===== src/srb_pkg.sv =====
// ----------------------------------------------------------------------------
// srb_pkg: shared definitions of the sequence reorder buffer
// Field widths, the serial-comparison half range, the default window size,
// and the command and status bundles between the controller and the datapath.
// ----------------------------------------------------------------------------
package srb_pkg;

    localparam int SEQ_W                = 16;
    localparam int HANDLE_W             = 32;
    localparam int HALF_RANGE           = 32768;
    localparam int DEFAULT_WINDOW_SLOTS = 256;

    // Commands issued by the controller to the datapath.
    typedef struct packed {
        logic capture;     // latch the incoming request
        logic clr_step;    // clear one slot of the reset sweep
        logic recv_exec;   // evaluate and store a received frame
        logic pop_read;    // read the head slot
        logic pop_finish;  // deliver the head slot and advance
    } cmd_t;

    // Status returned by the datapath to the controller.
    typedef struct packed {
        logic is_pop;      // latched request is a pop
        logic clr_done;    // sweep is on its last slot
    } status_t;

endpackage


===== src/srb_ctrl.sv =====
// ----------------------------------------------------------------------------
// srb_ctrl: sequencing controller of the sequence reorder buffer
// Runs the slot clearing sweep after reset and steps each request through
// its execute phases.
// ----------------------------------------------------------------------------
module srb_ctrl
(
    input  logic              clk,
    input  logic              rst_n,
    input  logic              start,
    input  srb_pkg::status_t  status,
    output srb_pkg::cmd_t     cmd,
    output logic              busy
);

    localparam logic [1:0] ST_CLEAR    = 2'd0;
    localparam logic [1:0] ST_IDLE     = 2'd1;
    localparam logic [1:0] ST_EXEC     = 2'd2;
    localparam logic [1:0] ST_POP_WAIT = 2'd3;

    logic [1:0] state_reg;
    logic [1:0] state_next;

    always_ff @(posedge clk or negedge rst_n)
    begin
        if (!rst_n)
        begin
            state_reg <= ST_CLEAR;
        end
        else
        begin
            state_reg <= state_next;
        end
    end

    always_comb
    begin
        state_next = state_reg;
        cmd        = '0;
        unique case (state_reg)
            ST_CLEAR:
            begin
                cmd.clr_step = 1'b1;
                if (status.clr_done)
                begin
                    state_next = ST_IDLE;
                end
            end
            ST_IDLE:
            begin
                if (start)
                begin
                    cmd.capture = 1'b1;
                    state_next  = ST_EXEC;
                end
            end
            ST_EXEC:
            begin
                if (status.is_pop)
                begin
                    cmd.pop_read = 1'b1;
                    state_next   = ST_POP_WAIT;
                end
                else
                begin
                    cmd.recv_exec = 1'b1;
                    state_next    = ST_IDLE;
                end
            end
            ST_POP_WAIT:
            begin
                cmd.pop_finish = 1'b1;
                state_next     = ST_IDLE;
            end
            default:
            begin
                state_next = ST_IDLE;
            end
        endcase
    end

    assign busy = (state_reg != ST_IDLE);

endmodule


===== config.mk =====
export PLATFORM = sky130hd
export DESIGN_NAME = srb_ctrl
export DESIGN_NICKNAME = d
export VERILOG_FILES = /design/src/srb_pkg.sv /design/src/srb_ctrl.sv
export SDC_FILE = /design/constraint.sdc
export NUM_CORES = 1
export LEC_CHECK = 0
export ABC_AREA = 1
export CORE_AREA = 2 2 39 41
export CTS_CLUSTER_DIAMETER = 80
export CTS_CLUSTER_SIZE = 8
export DETAILED_ROUTE_END_ITERATION = 12
export DIE_AREA = 0 0 41 43
export DONT_BUFFER_PORTS = 1
export RECOVER_POWER = 100
export SYNTH_ARGS = -nofsm -noshare
export SYNTH_HDL_FRONTEND = slang
export SYNTH_SLANG_ARGS = --single-unit

===== constraint.sdc =====
create_clock -name clk -period 1 [get_ports clk]
set_input_delay 0.05 -clock clk [delete_from_list [all_inputs] [get_ports clk]]
set_output_delay 0.05 -clock clk [all_outputs]
set_load 0.02 [all_outputs]

-- Word-level counts from Yosys, hierarchy flattened
Cells that the tools add are included.
- $add $sub $neg: 0
- multiply operators: 0
- div/mod/pow operators: 0
- order comparisons: 0
- eq/ne operators: 6
- shifts and indexed selects: 0
- muxes and demuxes: 11
- bitwise logic cells: 0
- reduce and logical (&&, ||, !) cells: 2
- operators with widths (cell ; count):
    $mux 2 ; 4
    $pmux 2 s4 ; 1
    $mux 1 ; 6
    $eq 2x2->1 const B ; 2
    $ne 2x2->1 const B ; 2
    $eq 2x1->1 const B ; 1
    $logic_not 2->1 ; 1
    $ne 2x1->1 const B ; 1
    $reduce_and 2->1 ; 1
- bits in registers: 2
- bits in latches: 0
- memory bits (writable): 0
- bits in read-only memories: 0
- bits of input ports: 5
- memories: 0

-- Depth between registers and ports, before layout
- depth in word-level cells: 3
- mapped depth: 6
- depth with buffers taken out: 6

-- Worst setup path after synthesis
Ideal clock, no wire load.
- path type: register -> register
- from: register state_reg[0]
- to: register state_reg[0]
- library setup time: 127 ps
- arrival: 977 ps
- data required time: 873 ps
- path slack: -104 ps
- cell stages (with the launch flop): 7
- clock period less this slack: 1104 ps
- cells stage by stage: dfrtp_1 -> inv_1 -> ha_1 -> nand2_1 -> nand2_2 -> nand2_1 -> o21ai_0
- longest elaborated chain between the ends: 3
- elaborated cells between the ends (all ways): 8
- classes of those cells: eq/ne: 5; mux: 1; reduce/logical: 2
- ends and longest elaborated chain (what ; RTL line ; source):
    start, declared ; srb_ctrl.sv:21 ; logic [1:0] state_reg;
    start signal, assigned ; srb_ctrl.sv:32 ; state_reg <= state_next;
    $eq 2x1->1 or $logic_not 2->1 (tied branches) ; srb_ctrl.sv:40 ; unique case (state_reg)
    $ne 2x2->1 (no line) ; -- ;
    $reduce_and 2->1 (no line) ; -- ;
Parallel ways exist; a longest one is shown, timed or not.
A chain may end at the register's enable or synchronous reset.

-- Worst setup path in the final report
- from: register state_reg[1]
- to: output busy
- longest elaborated chain between the ends: 1
- ends and longest elaborated chain (what ; RTL line ; source):
    $ne 2x1->1 ; srb_ctrl.sv:82 ; assign busy = (state_reg != ST_IDLE);
    end, declared ; srb_ctrl.sv:13 ; output logic busy
Every way passes these cells.

==> impl_metrics.ini <==
[finish]
final_area_um2 = 365
fillers = 149
drive_gt1_share_pct = 68.6
final_nets = 46
largest_reg_flops = 2
antenna_cells = 0
area_delta_synth_final_pct = 103

[placement]
gp_congestion = 0.623
placed_cell_area_um2 = 248
dp_hpwl_um = 290
io_buffers = 0

[power_and_ir_drop]
power_density_nw_per_um2 = 3150
p_seq_share_pct = 17.1
power_uw = 1150
ir_drop_mv = 0.468
p_leak_uw = 0.000172
p_sw_share_pct = 44.5
p_int_uw = 639
comb_power_share_pct = 67.1
pwr-share-clk_pct = 15.8
p_switching_uw = 512

[logic_synthesis]
synth_cell_types = 8
synth_nets = 35
synth_area_um2 = 180
synth_cells = 26
ys_seq_area_share_pct = 27.8
synth_seq_cells = 2
avgSynthCellArea_um2 = 6.93
yosysWarnings = 0

[clock_network]
clockBufferDepth = 2
htreeDepth = 1
cts-buffers-inserted = 3
cts_sinks = 2
clkTransAtPathRegs_ps = 30
worst_skew_pair.late_latency_ps = 230
root_buffer = clkbuf_4
cts_tree = yes

[die]
placement_rows = 14
die_h_um = 43
die_w_um = 41
coreArea_um2 = 1380
ioPinCount = 11
die_area_um2 = 1760
initial_utilization_pct = 13.0

[grt]
overflow = 0
grt_pass1_vias = 176
grt_max_degree = 5
track_usage_pct = 6.21
antenna_found_initial = 0
grt_pass1_wl_um = 627

[drt]
viasPerCell = 3.53
wl_per_cell_um = 7.78
ant_nets = 0
drt_iter0_drc = 1
first_pass_iters = 2
drc_errors = 0
via_count = 180
wirelength_um = 397

[worst_setup_path]
critPathRequiredTime_ps = 950
critPathSlowestCell = dfrtp_2
max_stage_delay_ps = 450
end_kind = primary output
crit_arrival_ps = 1080
critPathKind = reg -> out
cp-start-kind = flop
path_max_fanout = 4
path_cells = inv_4 > ha_4 > inv_2 > buf_6

[outcome]
violations = negative setup slack
status = finished, violations left

[timing]
setup_viol = 8
period_needed_ps = 1130
maxSlewHeadroom_pct = 90.0
skew_ps = 6.54
fmax_mhz = 883
rsz0062_at_grt = true
drv_slew = 0
hold_viol = 0
worst_pin_slew_ps = 150
setup_ws_ps = -133
period_share_pct = 113

[hold_path]
hp-class = in -> async

[run]
maxCapViolations = 0
==> cells in the mapped netlist <==
cell | number | area (µm²)
dfrtp_1 | 2 | 50.1
ha_1 | 4 | 50.1
inv_1 | 8 | 30.0
nand2_1 | 8 | 30.0
nand2_2 | 1 | 6.26
nor2_1 | 1 | 3.75
o21ai_0 | 1 | 5.00
o21ai_1 | 1 | 5.00
==> power groups by stage <==
stage          clock network (µW)  registers (µW)  logic (µW)
3_5_place_dp                    0             158         542
2_1_floorplan                   0             151         402
4_1_cts                       193             183         742
6_report                      182             196         772
3_3_place_gp                    0             158         537
5_1_grt                       198             201         859
==> critical path, delay by kind of cell, from the launching register on <==
| kind | cells | cell delay [ps] |
|---|---|---|
| buffers and inverters | 3 | 250 |
| DFF | 1 | 450 |
| adders and majority gates | 1 | 150 |
==> layout make-up <==
type                            instances  area (µm²)  area share (%)
Multi-Input combinational cell         16         168            45.9
Inverter                                8        40.0            11.0
Tap cell                               16        20.0            5.48
Timing Repair Buffer                    6        62.6            17.1
Clock buffer                            3        22.5            6.16
Sequential cell                         2        52.6            14.4
==> metal layers <==
metal | routed length [µm] | up-vias | track usage [%]
li1 | - | 96 | -
met1 | 130 | 79 | 4.47
met2 | 247 | 5 | 8.44
met3 | 19 | 0 | 3.14
met4 | 0 | 0 | 10.0
met5 | 0 | - | 0
==> cells in the final DEF, fill, tap and decap left out <==
master,netlist,routed
dlygate4sd3_1,0,1
ha_4,0,4
o21ai_1,1,2
nor2_4,0,1
inv_2,0,2
buf_6,0,4
nand2_1,8,6
inv_1,8,2
nand2_2,1,2
clkbuf_4,0,3
inv_4,0,4
nand2_4,0,1
dfrtp_2,0,2
buf_4,0,1
==> final timing paths <==
kind	start	to	slack [ps]	cells after the start
worst max-delay path	state_reg[1]	busy	-130	4
worst min-delay path	rst_n	state_reg[1]	50	1
worst max register to register	state_reg[0]	state_reg[1]	-90	7
worst min register to register	state_reg[0]	state_reg[0]	590	2
max in group asynchronous	rst_n	state_reg[0]	800	1
min in group clk	status[1]	state_reg[1]	70	4
==> metrics by stage <==
step | setup WS [ps] | hold slack (ps) | util, % | std cells | setup TNS [ps]
floorplan | -10.0 | -246 | - | 26 | -16.1
global placement | -65.1 | -246 | 17.9 | 46 | -126
detailed placement | -93.9 | -246 | 17.9 | 46 | -166
CTS | -157 | 48.2 | 25.4 | 51 | -987
global route | -188 | 57.6 | 26.4 | 51 | -1180
finish | -133 | 53.8 | 26.4 | 51 | -822
==> repair_timing <==
item | 4_1_cts | 5_1_grt
setup endpoints to repair | 8 | 8
buffers inserted | 1 | 0
pin swaps | 3 | 3
hold endpoints to repair | 2 | 0
hold buffers | 1 | 0
gates cloned | 0 | 0
gates resized for setup | 19 | 5
==> cells by family after synthesis <==
kind of cell | Yosys count | share of synthesized area, %
compound gates | 2 | 5.55
fa+ha+maj | 4 | 27.8
flops | 2 | 27.8
buf+inv | 8 | 16.7
simple gates | 10 | 22.2
No activity file was read; power rests on OpenSTA's default activity.
